`config.mk`:
```
export PLATFORM = sky130hd
export DESIGN_NAME = rbd_ctrl
export DESIGN_NICKNAME = d
export VERILOG_FILES = /design/src/design/rbd_pkg.sv /design/src/design/rbd_ctrl.sv
export SDC_FILE = /design/constraint.sdc
export NUM_CORES = 1
export LEC_CHECK = 0
export ABC_AREA = 0
export BUFFER_PORTS_ARGS = -buffer_cell sky130_fd_sc_hd__buf_2
export CORE_MARGIN = 5
export CORE_UTILIZATION = 43
export CTS_CLUSTER_SIZE = 28
export DETAILED_ROUTE_END_ITERATION = 10
export PLACE_DENSITY = 0.76
export SYNTH_ARGS = -nofsm -noshare
export SYNTH_HDL_FRONTEND = slang
export SYNTH_SLANG_ARGS = --single-unit
```
`constraint.sdc`:
```
create_clock -name clk -period 2.6 [get_ports clk]
set_input_delay 0.52 -clock clk [delete_from_list [all_inputs] [get_ports clk]]
set_output_delay 0.52 -clock clk [all_outputs]
set_load 0.02 [all_outputs]
```
`src/design/rbd_pkg.sv`:
```
package rbd_pkg;

  // Field widths of the command and result words
  localparam int CMD_W   = 4;
  localparam int VALUE_W = 32;
  localparam int COUNT_W = 9;

  // Default geometry of the ring
  localparam int DEF_DEPTH      = 256;
  localparam int DEF_DATA_WIDTH = 32;

  // Command codes
  typedef enum logic [CMD_W-1:0] {
    CMD_PUSH_FRONT = 4'd0,
    CMD_PUSH_BACK  = 4'd1,
    CMD_PEEK_FRONT = 4'd2,
    CMD_PEEK_BACK  = 4'd3,
    CMD_POP_FRONT  = 4'd4,
    CMD_POP_BACK   = 4'd5,
    CMD_CLEAR      = 4'd6,
    CMD_SEARCH     = 4'd7,
    CMD_REVERSE    = 4'd8
  } cmd_e;

  // Result status codes
  typedef enum logic [1:0] {
    ST_OK    = 2'd0,
    ST_EMPTY = 2'd1,
    ST_FULL  = 2'd2
  } stat_e;

  // Address source of memory read port A
  typedef enum logic [1:0] {
    RD_HEAD = 2'd0,
    RD_LAST = 2'd1,
    RD_SCAN = 2'd2,
    RD_LO   = 2'd3
  } rd_sel_e;

  // Command word
  typedef struct packed {
    logic [CMD_W-1:0]   cmd;
    logic [VALUE_W-1:0] elem_value;
  } cmd_word_t;

  // Result word
  typedef struct packed {
    logic [VALUE_W-1:0] out_value;
    logic [1:0]         status;
    logic               found;
    logic [COUNT_W-1:0] fill_count;
  } result_t;

  // Controller to datapath commands
  typedef struct packed {
    logic    push_front;
    logic    push_back;
    logic    pop_front;
    logic    pop_back;
    logic    clear;
    logic    rd_a_en;
    logic    rd_b_en;
    rd_sel_e rd_sel;
    logic    scan_init;
    logic    scan_step;
    logic    rev_init;
    logic    rev_wr_lo;
    logic    rev_wr_hi;
    logic    res_load;
    stat_e   res_status;
    logic    res_data;
    logic    res_found;
  } ctrl_cmd_t;

  // Datapath to controller status
  typedef struct packed {
    logic empty;
    logic full;
    logic scan_more;
    logic scan_end;
    logic hit;
    logic rev_end;
  } dp_stat_t;

endpackage

```
`src/design/rbd_ctrl.sv`:
```
module rbd_ctrl (
  input  logic                       clk,
  input  logic                       rst,
  input  logic                       start,
  input  logic [rbd_pkg::CMD_W-1:0]  cmd,
  input  rbd_pkg::dp_stat_t          stat,
  output rbd_pkg::ctrl_cmd_t         ctl,
  output logic                       busy,
  output logic                       done
);
  import rbd_pkg::*;

  typedef enum logic [5:0] {
    S_IDLE    = 6'b000001,
    S_PEEK    = 6'b000010,
    S_SEARCH  = 6'b000100,
    S_REV_RD  = 6'b001000,
    S_REV_WLO = 6'b010000,
    S_REV_WHI = 6'b100000
  } state_t;

  state_t state, state_next;

  // Decode state and command into datapath controls
  always_comb begin
    ctl            = '0;
    ctl.rd_sel     = RD_HEAD;
    ctl.res_status = ST_OK;
    state_next     = state;
    unique case (state)
      S_IDLE: begin
        if (start) begin
          unique case (cmd)
            CMD_PUSH_FRONT, CMD_PUSH_BACK: begin
              ctl.res_load = 1'b1;
              if (stat.full) begin
                ctl.res_status = ST_FULL;
              end else begin
                ctl.push_front = (cmd == CMD_PUSH_FRONT);
                ctl.push_back  = (cmd == CMD_PUSH_BACK);
              end
            end
            CMD_PEEK_FRONT, CMD_PEEK_BACK, CMD_POP_FRONT, CMD_POP_BACK: begin
              if (stat.empty) begin
                ctl.res_load   = 1'b1;
                ctl.res_status = ST_EMPTY;
              end else begin
                ctl.rd_a_en   = 1'b1;
                ctl.rd_sel    = (cmd == CMD_PEEK_FRONT || cmd == CMD_POP_FRONT) ?
                                RD_HEAD : RD_LAST;
                ctl.pop_front = (cmd == CMD_POP_FRONT);
                ctl.pop_back  = (cmd == CMD_POP_BACK);
                state_next    = S_PEEK;
              end
            end
            CMD_CLEAR: begin
              ctl.clear    = 1'b1;
              ctl.res_load = 1'b1;
            end
            CMD_SEARCH: begin
              ctl.scan_init = 1'b1;
              state_next    = S_SEARCH;
            end
            CMD_REVERSE: begin
              ctl.rev_init = 1'b1;
              state_next   = S_REV_RD;
            end
            default: begin
              ctl.res_load = 1'b1;
            end
          endcase
        end
      end
      S_PEEK: begin
        ctl.res_load = 1'b1;
        ctl.res_data = 1'b1;
        state_next   = S_IDLE;
      end
      S_SEARCH: begin
        ctl.scan_step = 1'b1;
        ctl.rd_sel    = RD_SCAN;
        ctl.rd_a_en   = stat.scan_more;
        if (stat.hit || stat.scan_end) begin
          ctl.res_load  = 1'b1;
          ctl.res_found = stat.hit;
          state_next    = S_IDLE;
        end
      end
      S_REV_RD: begin
        if (stat.rev_end) begin
          ctl.res_load = 1'b1;
          state_next   = S_IDLE;
        end else begin
          ctl.rd_sel  = RD_LO;
          ctl.rd_a_en = 1'b1;
          ctl.rd_b_en = 1'b1;
          state_next  = S_REV_WLO;
        end
      end
      S_REV_WLO: begin
        ctl.rev_wr_lo = 1'b1;
        state_next    = S_REV_WHI;
      end
      S_REV_WHI: begin
        ctl.rev_wr_hi = 1'b1;
        state_next    = S_REV_RD;
      end
      default: begin
        state_next = S_IDLE;
      end
    endcase
  end

  assign busy = (state != S_IDLE);

  always_ff @(posedge clk) begin
    if (rst) begin
      state <= S_IDLE;
      done  <= 1'b0;
    end else begin
      state <= state_next;
      done  <= ctl.res_load;
    end
  end

`ifndef ASSERT_OFF
  a_busy_from_start: assert property (@(posedge clk) disable iff (rst)
    $rose(busy) |-> $past(start))
    else $error("busy raised without an accepted word");

  a_swap_order: assert property (@(posedge clk) disable iff (rst)
    (state == S_REV_WLO) |=> (state == S_REV_WHI))
    else $error("reverse swap lost its second write");

  a_no_result_busy: assert property (@(posedge clk) disable iff (rst)
    ctl.res_load |=> (state == S_IDLE) && done)
    else $error("result issued while work continues");
`endif

endmodule
```
==> qor.yml, run 1 <==
floorplanning:
  ios: 34
  dieArea_sq_mm: 0.00241
  rows: 14
  fp.dieW_um: 49.0
  start_util_pct: 44.6
  coreArea_sq_mm: 0.00147
  die_h_um: 49.0
clock_tree:
  insertion_delay_ns: 0.26
  cts_tree: "done"
  cts-root-buf: "clkbuf_4"
  cts_sinks: 7
  numCtsBuffers: 3
  clk_path_buf_depth: 2
  htreeDepth: 1
  clk_pin_slew_ns: 0.06
hold_path:
  hold_end: "state[2]$_SDFFE_PP0P_"
  min-delay-start: "rst"
  min_path_type: "input port to register"
  hold_path_depth: 2
detailed_routing:
  vias: 760
  dr.pass1.iters: 4
  wirelength_met1_um: 817
  drt_iter0_markers: 11
  drt-total-wl_mm: 1.84
  drtAntennaViolNets: 0
  wl_per_cell_um: 13.8
  wl_met3_um: 106
  drc: 0
  dr.max_layer_used: "met4"
  vias_per_cell: 5.67
  wl_met2_um: 901
worst_setup_path:
  cp_data_arrival_time_ns: 2.00
  cp_slowest_stage_delay_ns: 0.43
  worstPathRequired_ns: 2.08
  critPathMostFrequentCell: "nor4b_4"
  critical_path.slowest_cell: "or3b_4"
  ff2ff_path_depth: 5
  reg2reg_slack_ns: 0.96
  worst-path-buf-inv: 1
  reg2reg_from: "state[3]$_SDFFE_PP0P_"
  end_kind: "output pin"
  critPathTopFamily: "simple AND/OR/NAND/NOR gates"
  worstSetupStartpointType: "register"
  crit_path_max_fanout: 8
  criticalPathCategory: "register to output pin"
  timing.rr.end: "state[5]$_SDFFE_PP0P_"
  crit_chain: "nor4b_4 > nand3_4 > or3b_4 > nor4b_4 > buf_4"
synth:
  syn-num-nets: 97
  netlist.area_leader.share_pct: 21.4
  synthTopCellsByCount: "nor2_1 (10), nor4_1 (10), dfxtp_1 (7), inv_1 (6), o21ai_0 (4)"
  synth_edf_count: 0
  yosys_warnings: 0
  ys_seq_area_share_pct: 21.4
  syn_area_per_cell_sq_um: 7.81
  synth_area_leaders: "dfxtp_1 (21%), nor4_1 (9.5%), nor4b_4 (7.3%)"
  ys.flop_type: "dfxtp_1"
  yosys.area.top_type: "dfxtp_1"
  syn-cell-area_sq_um: 656
  syn_inst: 84
  ys_async_sr_fraction_pct: 0
  ys_seq_elements: 7
  synth_cell_types: 38
global_route:
  antenna_found_initial: 0
  grt_pass1_vias: 724
  grtUsageTotal_pct: 15.5
  grt_max_degree: 13
  grt_overflow: 0
  grt_pass1_wl_mm: 3.06
power:
  p_leak_nw: 0.477
  irDropWorstVdd_v: 0.000294
  powerDensity_mw_per_mm2: 371
  p_total_mw: 0.324
final_layout:
  drive_above_1_share_pct: 40.7
  synthToLayoutAreaGrowth_pct: 33.2
  nets: 132
  post-route-util_pct: 59.4
  diodes: 0
  layout.cells.non_filler: 134
sta:
  fmax_mhz: 397
  layout_min_cycle_time_ns: 2.52
  finalSetupViolCount: 0
  holdWs_ns: 0.455
  relSlewSlack_pct: 73.5
  hold_viol: 0
  slew_violations: 0
  final.setup_skew_ns: 0.0137
  period_share_pct: 97.0
  tightest_slew_ns: 0.393
place:
  dp_hpwl_mm: 1.38
  finalWeightedCongestion: 0.762
  dp.cells: 129
  io_buffer_count: 33
flow_run:
  maxCapViolations: 0
status:
  status: "finished clean"
## layout by cell type (no fill, tap or decap), types with 2 or more instances in the layout
cell / netlist / routed
and2_1: 2 / 2
buf_2: 2 / 32
buf_4: 1 / 3
clkbuf_4: 0 / 3
dfxtp_1: 7 / 5
dfxtp_2: 0 / 2
inv_1: 6 / 6
nand2_1: 3 / 3
nand2b_1: 3 / 3
nand3_1: 3 / 3
nor2_1: 10 / 10
nor2b_1: 2 / 2
nor3b_1: 3 / 2
nor4_1: 10 / 9
nor4b_4: 2 / 2
o21ai_0: 4 / 4
o31a_1: 2 / 2
## final cells by class
type,count,area [sq um]
fill,150,598
multi-input combinational,66,479
timing repair buffer,35,183
sequential,7,143
clock buffer,4,26.3
inverter,6,22.5
tap,16,20.0
## metal layers
layer | track usage [%] | up-vias
met5 | 0 | -
met3 | 5.20 | 3
li1 | - | 383
met1 | 18.2 | 352
met2 | 26.5 | 22
met4 | 4.04 | 0
## what timing repair did
action / 4_1_cts / 5_1_grt
endpoints found under the setup margin: 0 / 6
gates resized for setup: 0 / 5
setup buffers: 0 / 1
hold buffers: 0 / 0
## per-stage QoR
stage	worst slack (ns)	instance area (sq um)	TNS (ns)
finish	0.0792	873	0
global route	-0.00671	873	-0.00671
CTS	0.0297	850	0
detailed placement	0.249	823	0
global placement	0.319	823	0
floorplan	0.175	656	0
## flip-flops by register name, indices dropped and copies added, names as in the netlist
register  flops
done          1
state         6
## how the worst max path moves through the flow
stage,to,startpoint,cells after the start
6_report,ctl[15],state[3]$_SDFFE_PP0P_,5
3_5_place_dp,ctl[4],cmd[1],5
4_1_cts,ctl[15],state[1]$_SDFFE_PP0P_,5
3_3_place_gp,ctl[4],cmd[1],5
2_1_floorplan,ctl[16],state[1]$_SDFFE_PP0P_,4
5_1_grt,ctl[15],state[2]$_SDFFE_PP0P_,5
## cells by family (layout without fill, tap and decap cells)
| logic type | after synthesis | after routing | synth area share [%] |
|---|---|---|---|
| buffers and inverters | 11 | 45 | 7.25 |
| AOI/OAI and AO/OA | 15 | 15 | 16.8 |
| xor gates and xnor gates | 2 | 2 | 2.67 |
| DFF | 7 | 7 | 21.4 |
| and+or+nand+nor | 49 | 49 | 51.9 |
## report_power, final
part           internal (mW)  total [mW]  switching, mW
Combinational         0.0440       0.104         0.0605
Sequential             0.112       0.118        0.00597
Clock                 0.0587       0.102         0.0433
(Power assumes the default switching activity.)
==> run 2, diff against run 1 <==
--- a/config.mk
+++ b/config.mk
@@ -7,11 +7,13 @@
 export LEC_CHECK = 0
 export ABC_AREA = 0
 export BUFFER_PORTS_ARGS = -buffer_cell sky130_fd_sc_hd__buf_2
+export CELL_PAD_IN_SITES_DETAIL_PLACEMENT = 1
+export CELL_PAD_IN_SITES_GLOBAL_PLACEMENT = 1
 export CORE_MARGIN = 5
-export CORE_UTILIZATION = 43
+export CORE_UTILIZATION = 30
 export CTS_CLUSTER_SIZE = 28
 export DETAILED_ROUTE_END_ITERATION = 10
-export PLACE_DENSITY = 0.76
+export PLACE_DENSITY_LB_ADDON = 0.08
 export SYNTH_ARGS = -nofsm -noshare
 export SYNTH_HDL_FRONTEND = slang
 export SYNTH_SLANG_ARGS = --single-unit
==> run 2 against run 1 <==
  * Cell count up 8.2%
  * First-iteration DRC count down 18%
  * Maximum frequency up 0.83%
  * Critical path depth unchanged
  * Flip-flop and latch count unchanged
  * Power down 2.2%
  * Clock skew down 0.010 ns
  * Final area up 1.6%
  * Hold slack better by 0.0082 ns
  * Sequential share of layout area down 0.25 points
  * Register-to-register slack about the same
==> qor.yml, run 2 (synthesis gave the netlist of run 1 again) <==
final_layout:
  final_cell_mix: "buf_2 (32), nor2_1 (10), nor4_1 (8)"
  layout_commonest_cell: "buf_2"
  post-route-util_pct: 41.3
  reg.largest.list: "state x6, done x1"
  largest_reg_flops: 6
  diodes: 0
  layout.cells.non_filler: 145
  synthToLayoutAreaGrowth_pct: 35.3
  nets: 131
  drive_above_1_share_pct: 41.0
  top_register: "state"
clock_tree:
  cts-root-buf: "clkbuf_4"
  clk_path_buf_depth: 2
  numCtsBuffers: 3
  insertion_delay_ns: 0.24
  post-cts-setup-buffer-count: 0
  cts_sinks: 7
  htreeDepth: 1
  cts_tree: "done"
  clk_pin_slew_ns: 0.05
detailed_routing:
  vias: 763
  drt_iter0_markers: 9
  drtAntennaViolNets: 0
  vias_per_cell: 5.26
  drc: 0
  wl_per_cell_um: 14.6
  dr.pass1.iters: 4
  drt-total-wl_mm: 2.11
global_route:
  grt_max_degree: 13
  grtUsageTotal_pct: 13.5
  grt_pass1_wl_mm: 3.57
  grt_overflow: 0
  antenna_found_initial: 0
  grt_pass1_vias: 756
hold_path:
  min_path_type: "input port to register"
  hold_path_depth: 2
floorplanning:
  dieArea_sq_mm: 0.00322
  ios: 34
  start_util_pct: 30.5
  rows: 17
  die_h_um: 56.8
  fp.dieW_um: 56.8
  coreArea_sq_mm: 0.00215
sta:
  finalSetupViolCount: 0
  tns_ns: 0
  fmax_mhz: 400
  final.setup_skew_ns: 0.00373
  rsz0062_at_grt: "false"
  hold_viol: 0
  layout_setup_ws_ns: 0.100
  slew_violations: 0
  tightest_slew_ns: 0.457
  period_share_pct: 96.2
  relSlewSlack_pct: 69.3
  layout_min_cycle_time_ns: 2.50
worst_setup_path:
  crit_chain: "nor4b_4 > nand3_4 > or3b_4 > nor4b_4 > buf_4"
  cp_data_arrival_time_ns: 1.98
  criticalPathCategory: "register to output pin"
  worstSetupStartpointType: "register"
  critical_path.slowest_cell: "or3b_4"
  ff2ff_path_depth: 5
  critPathMostFrequentCell: "nor4b_4"
  cp_slowest_stage_delay_ns: 0.44
  end_kind: "output pin"
  worstPathRequired_ns: 2.08
  crit_path_max_fanout: 8
power:
  clock_power_share_pct: 30.5
  p_leak_nw: 0.473
  powerDensity_mw_per_mm2: 358
  power_switching_mw: 0.106
  p_int_mw: 0.212
  irDropWorstVdd_v: 0.000259
  sequentialPowerShare_pct: 37.2
  p_sw_share_pct: 33.3
  p_comb_share_pct: 32.4
  p_total_mw: 0.317
flow_run:
  maxCapViolations: 0
place:
  place_ws_ns: 0.237
  io_buffer_count: 33
  finalWeightedCongestion: 0.719
  dp.cells: 141
  dp_hpwl_mm: 1.71
status:
  status: "finished clean"
[run 2: through the flow]
stage / instance area [sq um] / hold slack (ns)
after floorplan: 656 / 0.581
after global placement: 838 / 0.655
after detailed placement: 838 / 0.681
after CTS: 865 / 0.464
after global routing: 887 / 0.465
final: 887 / 0.463
[run 2: layout make-up]
type	instances	area, sq um
clock buffers	4	26.3
fillers	287	1260
inverters	6	22.5
multi-input cells	66	485
flip-flops and latches	7	143
well taps	28	35.0
repair buffers	34	175
[run 2: what timing repair did]
| item | in CTS | in global routing |
|---|---|---|
| endpoints found under the hold margin | 0 | 0 |
| gates resized for setup | 0 | 6 |
| setup endpoints to repair | 0 | 7 |
| hold buffers | 0 | 0 |
[run 2: critical path, delay by kind of cell, from the launching register on]
| family | cells | cell delay, ns |
|---|---|---|
| buffers and inverters | 1 | 0.17 |
| DFF | 1 | 0.38 |
| and+or+nand+nor | 4 | 1.19 |
[run 2: power groups by stage]
stage | clock network [mW] | logic (mW) | registers, mW
finish | 0.0967 | 0.103 | 0.118
global route | 0.108 | 0.113 | 0.119
CTS | 0.0969 | 0.102 | 0.117
detailed placement | 0 | 0.101 | 0.119
global placement | 0 | 0.0993 | 0.119
floorplan | 0 | 0.0678 | 0.119
[run 2: path summary, 6_finish.rpt]
kind                          from                     to  slack [ns]
max reg2reg  state[2]$_SDFFE_PP0P_  state[3]$_SDFFE_PP0P_        0.95
max          state[2]$_SDFFE_PP0P_                ctl[15]         0.1
min reg2reg  state[3]$_SDFFE_PP0P_  state[4]$_SDFFE_PP0P_        0.66
min                            rst  state[2]$_SDFFE_PP0P_        0.46
[run 2: layer usage]
metal,part of all wire [%],GRT usage (%),up-vias
met5,0,0,-
met3,6.3,2.99,2
li1,-,-,377
met4,0.43,2.98,0
met2,44,20.8,26
met1,50,19.0,358
